==> src/rtl/core/pksw_pkg.sv <==
// shared constants, types and helpers of the per-key sliding window limiter
package pksw_pkg;

    localparam int TABLE_ENTRIES = 64;
    localparam int LOG_DEPTH     = 64;
    localparam int TIME_BITS     = 48;
    localparam int SLOT_BITS     = $clog2(TABLE_ENTRIES);
    localparam int LOG_BITS      = $clog2(LOG_DEPTH);
    localparam int FILL_BITS     = LOG_BITS + 1;
    localparam int KEY_BITS      = 64;
    localparam int CMD_BITS      = 2;
    localparam int MAXREQ_BITS   = 6;
    localparam int COUNT_BITS    = 7;
    localparam int CFG_IDX_BITS  = 2;
    localparam int CFG_DATA_BITS = 48;
    localparam int STAMP_DEPTH   = TABLE_ENTRIES * LOG_DEPTH;
    localparam int QUEUE_DEPTH   = 2;
    localparam int QPTR_BITS     = $clog2(QUEUE_DEPTH);

    // command codes on the input channel
    localparam logic [CMD_BITS-1:0] CMD_CHECK   = 2'd0;
    localparam logic [CMD_BITS-1:0] CMD_BLOCK   = 2'd1;
    localparam logic [CMD_BITS-1:0] CMD_UNBLOCK = 2'd2;
    localparam logic [CMD_BITS-1:0] CMD_CLEAN   = 2'd3;

    // configuration register indexes
    localparam logic [CFG_IDX_BITS-1:0] CFG_WINDOW = 2'd0;
    localparam logic [CFG_IDX_BITS-1:0] CFG_MAXREQ = 2'd1;
    localparam logic [CFG_IDX_BITS-1:0] CFG_BLOCK  = 2'd2;

    typedef enum logic [2:0] {
        OP_CHECK,
        OP_PASS,
        OP_BLOCK,
        OP_UNBLOCK,
        OP_CLEAN
    } op_t;

    typedef struct packed {
        op_t                  op;
        logic [KEY_BITS-1:0]  key_high;
        logic [KEY_BITS-1:0]  key_low;
        logic [TIME_BITS-1:0] now_time;
        logic [TIME_BITS-1:0] block_time;
    } q_item_t;

    typedef struct packed {
        logic valid;
        logic pop;
    } q_ctl_t;

    typedef struct packed {
        logic [KEY_BITS-1:0]  key_high;
        logic [KEY_BITS-1:0]  key_low;
        logic [LOG_BITS-1:0]  head;
        logic [FILL_BITS-1:0] fill;
        logic [TIME_BITS-1:0] blocked;
    } meta_t;

    localparam int META_BITS = $bits(meta_t);

    typedef struct packed {
        logic                   limited;
        logic [COUNT_BITS-1:0]  req_count;
        logic [MAXREQ_BITS-1:0] remaining;
        logic [TIME_BITS-1:0]   retry_after;
    } result_t;

    typedef enum logic [3:0] {
        ST_IDLE,
        ST_PREP,
        ST_SCAN,
        ST_CHK,
        ST_DROP_RD,
        ST_DROP_CMP,
        ST_APPEND,
        ST_CHK_END,
        ST_BLK,
        ST_CLN_RD,
        ST_CLN_LD,
        ST_CLN_END,
        ST_DONE
    } state_t;

    // time plus duration, saturating at the largest time value
    function automatic logic [TIME_BITS-1:0] sat_add(input logic [TIME_BITS-1:0] a,
                                                     input logic [TIME_BITS-1:0] b);
        logic [TIME_BITS:0] s;
        s = {1'b0, a} + {1'b0, b};
        return s[TIME_BITS] ? {TIME_BITS{1'b1}} : s[TIME_BITS-1:0];
    endfunction

endpackage

==> src/rtl/core/pksw_if.sv <==
// channel interfaces: request, result and configuration write
interface pksw_in_if;
    import pksw_pkg::*;
    logic                 valid;
    logic                 ready;
    logic [CMD_BITS-1:0]  cmd;
    logic [KEY_BITS-1:0]  ip_high;
    logic [KEY_BITS-1:0]  ip_low;
    logic [TIME_BITS-1:0] now_time;
    logic [TIME_BITS-1:0] block_time;
    logic                 bypass;
    modport source (output valid, cmd, ip_high, ip_low, now_time, block_time, bypass,
                    input ready);
    modport sink (input valid, cmd, ip_high, ip_low, now_time, block_time, bypass,
                  output ready);
endinterface


==> src/rtl/core/pksw_front.sv <==
// front end: accepts requests, classifies them and queues them for the engine
module pksw_front (
    input  logic              clk,
    input  logic              rst_n,
    pksw_in_if.sink           in_ch,
    output pksw_pkg::q_item_t q_item,
    input  logic              q_pop,
    output logic              q_valid
);
    import pksw_pkg::*;

    q_item_t              entries_reg [QUEUE_DEPTH];
    logic [QPTR_BITS-1:0] wr_ptr_reg;
    logic [QPTR_BITS-1:0] rd_ptr_reg;
    logic [QPTR_BITS:0]   cnt_reg;
    q_item_t              cls_item;
    logic                 push;
    logic                 pop;

    // classify the command
    always_comb
    begin
        cls_item.key_high   = in_ch.ip_high;
        cls_item.key_low    = in_ch.ip_low;
        cls_item.now_time   = in_ch.now_time;
        cls_item.block_time = in_ch.block_time;
        unique case (in_ch.cmd)
            CMD_CHECK:   cls_item.op = in_ch.bypass ? OP_PASS : OP_CHECK;
            CMD_BLOCK:   cls_item.op = OP_BLOCK;
            CMD_UNBLOCK: cls_item.op = OP_UNBLOCK;
            CMD_CLEAN:   cls_item.op = OP_CLEAN;
            default:     cls_item.op = OP_CLEAN;
        endcase
    end

    assign in_ch.ready = (cnt_reg != (QPTR_BITS+1)'(QUEUE_DEPTH));
    assign push        = in_ch.valid && in_ch.ready;
    assign q_valid     = (cnt_reg != '0);
    assign pop         = q_pop && q_valid;
    assign q_item      = entries_reg[rd_ptr_reg];

    // queue payload
    always_ff @(posedge clk)
    begin
        if (push)
        begin
            entries_reg[wr_ptr_reg] <= cls_item;
        end
    end

    // queue pointers
    always_ff @(posedge clk or negedge rst_n)
    begin
        if (!rst_n)
        begin
            wr_ptr_reg <= '0;
            rd_ptr_reg <= '0;
            cnt_reg    <= '0;
        end
        else
        begin
            if (push)
            begin
                wr_ptr_reg <= wr_ptr_reg + 1'b1;
            end
            if (pop)
            begin
                rd_ptr_reg <= rd_ptr_reg + 1'b1;
            end
            if (push && !pop)
            begin
                cnt_reg <= cnt_reg + 1'b1;
            end
            else if (pop && !push)
            begin
                cnt_reg <= cnt_reg - 1'b1;
            end
        end
    end
endmodule

==> src/flat_wrapper.sv <==
// flat-port wrapper written by rule: the top's interface ports become plain ports
module pksw_front_flat import pksw_pkg::*;
  (clk, rst_n, q_item, q_pop, q_valid, in_ch_valid, in_ch_cmd, in_ch_ip_high, in_ch_ip_low, in_ch_now_time, in_ch_block_time, in_ch_bypass, in_ch_ready);
  pksw_in_if in_ch_i ();
  input  logic clk;
  input  logic rst_n;
  output pksw_pkg::q_item_t q_item;
  input  logic q_pop;
  output logic q_valid;
  input wire logic [$bits(in_ch_i.valid)-1:0] in_ch_valid;
  input wire logic [$bits(in_ch_i.cmd)-1:0] in_ch_cmd;
  input wire logic [$bits(in_ch_i.ip_high)-1:0] in_ch_ip_high;
  input wire logic [$bits(in_ch_i.ip_low)-1:0] in_ch_ip_low;
  input wire logic [$bits(in_ch_i.now_time)-1:0] in_ch_now_time;
  input wire logic [$bits(in_ch_i.block_time)-1:0] in_ch_block_time;
  input wire logic [$bits(in_ch_i.bypass)-1:0] in_ch_bypass;
  output wire logic [$bits(in_ch_i.ready)-1:0] in_ch_ready;
  assign in_ch_i.valid = in_ch_valid;
  assign in_ch_i.cmd = in_ch_cmd;
  assign in_ch_i.ip_high = in_ch_ip_high;
  assign in_ch_i.ip_low = in_ch_ip_low;
  assign in_ch_i.now_time = in_ch_now_time;
  assign in_ch_i.block_time = in_ch_block_time;
  assign in_ch_i.bypass = in_ch_bypass;
  assign in_ch_ready = in_ch_i.ready;
  pksw_front u_core (.clk(clk), .rst_n(rst_n), .in_ch(in_ch_i), .q_item(q_item), .q_pop(q_pop), .q_valid(q_valid));
endmodule
==> config.mk <==
export PLATFORM = sky130hd
export DESIGN_NAME = pksw_front_flat
export DESIGN_NICKNAME = d
export VERILOG_FILES = /design/src/rtl/core/pksw_pkg.sv /design/src/rtl/core/pksw_if.sv /design/src/rtl/core/pksw_front.sv /design/src/flat_wrapper.sv
export SDC_FILE = /design/constraint.sdc
export NUM_CORES = 1
export LEC_CHECK = 0
export ABC_AREA = 1
export BUFFER_PORTS_ARGS = -buffer_cell sky130_fd_sc_hd__buf_4
export CAP_MARGIN = 20
export CORE_MARGIN = 4
export CORE_UTILIZATION = 52
export CTS_CLUSTER_DIAMETER = 40
export DETAILED_ROUTE_END_ITERATION = 8
export HOLD_SLACK_MARGIN = 0.06
export PLACE_DENSITY = 0.89
export SETUP_SLACK_MARGIN = 0.05
export SYNTH_ARGS = -nofsm -noshare
export SYNTH_HDL_FRONTEND = slang
export SYNTH_SLANG_ARGS = --single-unit
==> constraint.sdc <==
create_clock -name clk -period 12.9 [get_ports clk]
set_input_delay 0.645 -clock clk [delete_from_list [all_inputs] [get_ports clk]]
set_output_delay 0.645 -clock clk [all_outputs]
set_load 0.03 [all_outputs]
After elaboration in Yosys (flattened, before gate mapping)
Memory sizes are Yosys's and may differ from the RTL's.
Index checks and enable logic that the tools add are counted.
{"block": "op_classes", "n_addsub": 4, "n_eq_ne": 4, "mux": 6, "reduce_logical": 9}
{"cell": "3-bit one-hot mux with 4 select lines", "count": 1}
{"cell": "2-bit == test, second input constant", "count": 2}
{"cell": "1-bit logical AND", "count": 4}
{"cell": "2-bit two-way mux", "count": 2}
{"cell": "2-bit nonzero test", "count": 2}
{"cell": "1-bit two-way mux", "count": 3}
{"cell": "1-bit adder, second input constant", "count": 2}
{"cell": "2-bit by 1-bit adder with 2-bit output, second input constant", "count": 1}
{"cell": "2-bit by 1-bit == test with 1-bit output, second input constant", "count": 1}
{"cell": "1-bit zero test", "count": 2}
{"cell": "2-bit zero test", "count": 1}
{"cell": "2-bit != test, second input constant", "count": 1}
{"cell": "2-bit by 1-bit subtractor with 2-bit output, second input constant", "count": 1}
{"block": "word_totals", "reg_bits": 4, "ramBits": 454, "in_bits": 231, "word_cells": 27, "n_memories": 1}
{"memory": "u_core.entries_reg", "depth": 2, "word_bits": 227, "rd": 1, "rd_ports_with_merged_regs": 0, "write_ports": 1, "line": "pksw_front.sv:12", "text": "q_item_t entries_reg [QUEUE_DEPTH];"}

Logic depth before layout (Yosys ltp)
{"block": "logic_depth", "word_depth": 6, "ltp_mapped": 10, "mapped_depth_nobuf": 10}

Worst setup path before layout
Ideal clock, no wire load.
{"block": "synth_path", "path_kind": "register to register", "start": "reg u_core.cnt_reg[0]", "end": "mem u_core.entries_reg[0][0] (netlist name), enable pin", "setup_ps": 820, "arrival_time_ps": 10260, "path_slack_ps": 1821, "path_stages_with_launch": 5, "n_path_buf": 0, "period_less_slack_ps": 11079, "path_cell_list": "dfrtp_1 -> inv_1 -> nand2_1 -> nand2_1 -> nor2_1"}
{"block": "synth_via", "elab_chain_len": 4}
{"element": "start, declared", "line": "pksw_front.sv:15", "text": "logic [QPTR_BITS:0] cnt_reg;"}
{"element": "start signal, assigned", "line": "pksw_front.sv:72", "text": "cnt_reg <= cnt_reg + 1'b1;"}
{"element": "start signal, assigned", "line": "pksw_front.sv:76", "text": "cnt_reg <= cnt_reg - 1'b1;"}
{"element": "2-bit != test", "line": "pksw_front.sv:36", "text": "assign in_ch.ready = (cnt_reg != (QPTR_BITS+1)'(QUEUE_DEPTH));"}
{"element": "named net in_ch_ready", "line": "flat_wrapper.sv:17", "text": "output wire logic [$bits(in_ch_i.ready)-1:0] in_ch_ready;"}
{"element": "1-bit logical AND", "line": "pksw_front.sv:37", "text": "assign push = in_ch.valid && in_ch.ready;"}
{"element": "1-bit two-way mux", "line": "pksw_front.sv:45", "text": "if (push)"}
{"element": "1-bit two-way mux (implied by the code)", "line": "pksw_front.sv:47", "text": "entries_reg[wr_ptr_reg] <= cls_item;"}
{"element": "end, declared", "line": "pksw_front.sv:12"}
The timed path passes the listed nets, and every way through them passes these cells.

==> run metrics <==
register share of total power 36.7%; Synth async-reset ratio 0.873%; RSZ-0062 raised after global routing false; CTS tree built; Synth area leaders edfxtp_1 81%, nand2_1 15%, buf_2 0.90%; Gate Count Post-Synth 1220; cell breakdown of the critical path inv_6, buf_4, nand2_1, nand2_1, buf_4; I/O Pins 460; Clock Pin Slew Worst Setup and Hold Paths 0.06 ns; DIE WIDTH 188 µm; Final nets 1927; Hold Fails Final Rpt 0; Top FF cell, synth edfxtp_1; crit-path leading delay family buffers and inverters; placed instance area 20500 µm²; # fillers 1883; setup bufs post-CTS 0; # DRC 0; gr usage total 23.3%; Initial Utilization 52.9%; CP max FO 130; final wirelength 42500 µm; crit path DAT 3.63 ns; vias in the first global route 11562; CP max stage cell buf_4; CTS H-tree lvls 2; length of the first detailed-routing pass in iterations 5; Logic pwr share 39.9%; Routed wire per std cell 19.9 µm; CP Launch Type flip-flop; HPWL after DPL 27400 µm; PortBufs 459; clock sinks 458; Largest register FFs 454; num rows 65; Routed Antenna Nets 0; post-layout minimum cycle time 4.27 ns; Hold Worst Slack 0.275 ns; final setup fails 0; EDFF count, synth 454; Synth top area share 81.3%; worst skew pair latency 0.54 ns; largest net degree at the start of global routing 131; clock buffer depth 3; switching part of the total power 40.0%; synth unique cells 14; Syn. warnings 0; setup slack after layout 8.63 ns; setup TNS 0 ns; first-pass GRT wire length 64200 µm; Die H 188 µm; Sw Pwr 2.35 mW; Leak 9.47 nW; Synth area leader edfxtp_1; sequential fraction of the synthesis area 81.9%; DIE AREA 35200 µm²; pre-CTS setup slack 9.19 ns; worst slew pin tran 1.13 ns; Worst R2R Start u_core.cnt_reg[0]$_DFFE_PN0P_; fin area 22200 µm²; CP Data Required Time 12.26 ns; Core Area 31700 µm²; critical path class reg2out; CTS Root Cell clkbuf_16; syn nets 1455; antenna violations before repair 1; count of state elements after synthesis 458; max cap viols 0; Netlist Area Pre-Place 16800 µm²; Syn Area/Cell 13.7 µm²; Setup crit start u_core.rd_ptr_reg$_DFFE_PN0P_; Slew headroom 24.6%; Clk pwr share 23.5%; CTS Buf Count 51; maximum vdd drop 236 µV; pwr dens 266 nW/µm²; CP max stage delay 0.91 ns; critical path capture point type primary output; routed vias/inst 5.21; routability congestion estimate 0.809; crit path buf inv count 3; grt total ovfl 0; fraction of layout cells with a size suffix above 1 32.0%; Max Slew Vio Count 0; Layout area overhead 32.1%; min-delay src in_ch_block_time[8]; Worst Hold Class in2reg; Initial DRC Count 719; vias after detailed routing 11122; P_int 3.54 mW; Max Clk Rate 0.234 GHz; Tcrit/Tclk final 33.1%; clock skew 0.0149 ns; status finished clean
## synthesized netlist by cell type (2+ instances only)
library cell,number
edfxtp_1,454
nor2_1,2
buf_4,20
buf_2,30
nand2_1,691
dfrtp_1,4
ha_1,4
inv_1,8
nand3_1,2
## cells in the final DEF, fill, tap and decap left out, types with 3 or more instances in the layout
| cell type | count |
|---|---|
| clkbuf_16 | 52 |
| clkbuf_1 | 4 |
| clkinv_2 | 11 |
| inv_6 | 7 |
| buf_4 | 468 |
| bufinv_16 | 3 |
| edfxtp_1 | 454 |
| inv_1 | 8 |
| clkinv_4 | 4 |
| dfrtp_1 | 3 |
| ha_1 | 4 |
| clkinv_1 | 7 |
| nand2_1 | 691 |
## layout make-up
type	count	area (µm²)	area share (%)
antenna	1	2.50	0.0113
clock buffer	56	1320	5.94
clock inverter	36	318	1.43
inverter	9	38.8	0.175
multi-input combinational	703	2710	12.2
sequential	458	13700	62.0
tap	402	503	2.27
timing repair buffer	469	3520	15.9
## per-layer routing
metal  part of all wire, %  up-vias  global-route usage [%]
met5                     0        -                       0
met4                   5.5        0                    11.4
met3                   9.9      135                    7.19
met2                    50      612                    41.2
met1                    34     5299                    25.7
li1                      -     5076                       -
## cell families after synthesis
logic type | share of synthesized area (%)
simple gates | 15.6
flops | 81.9
buf+inv | 1.99
fa+ha+maj | 0.299
xor+xnor | 0.105
mux | 0.0672
## timing repair
item / CTS / global route
endpoints found under the hold margin: 4 / 0
hold buffers: 1 / 0
resized for setup: 0 / 0
## power groups by stage
stage               sequential, mW  combinational, mW  clock [mW]
floorplan                     2.26               1.47           0
global placement              2.17               2.29           0
detailed placement            2.19               2.34           0
CTS                           2.16               2.36        1.41
global route                  2.19               2.49        1.48
finish                        2.16               2.35        1.38
## per-stage QoR
step | power (mW) | std cells | utilization, %
detailed placement | 4.52 | 2040 | 64.6
global placement | 4.46 | 2040 | 64.6
finish | 5.89 | 2134 | 69.8
floorplan | 3.73 | 1220 | -
CTS | 5.93 | 2133 | 69.8
global route | 6.16 | 2134 | 69.8
## final timing paths
check | depth (start not counted) | to | slack, ns
min reg2reg | 2 | u_core.cnt_reg[1]$_DFFE_PN0P_ | 0.51
max | 5 | q_item[144] | 8.63
min | 1 | u_core.entries_reg[1][8]$_DFFE_PP_ | 0.27
min in group asynchronous | 2 | u_core.rd_ptr_reg$_DFFE_PN0P_ | 0.47
max in group asynchronous | 2 | u_core.rd_ptr_reg$_DFFE_PN0P_ | 12.31
max reg2reg | 6 | u_core.entries_reg[0][16]$_DFFE_PP_ | 9.40
(Power assumes the default switching activity.)
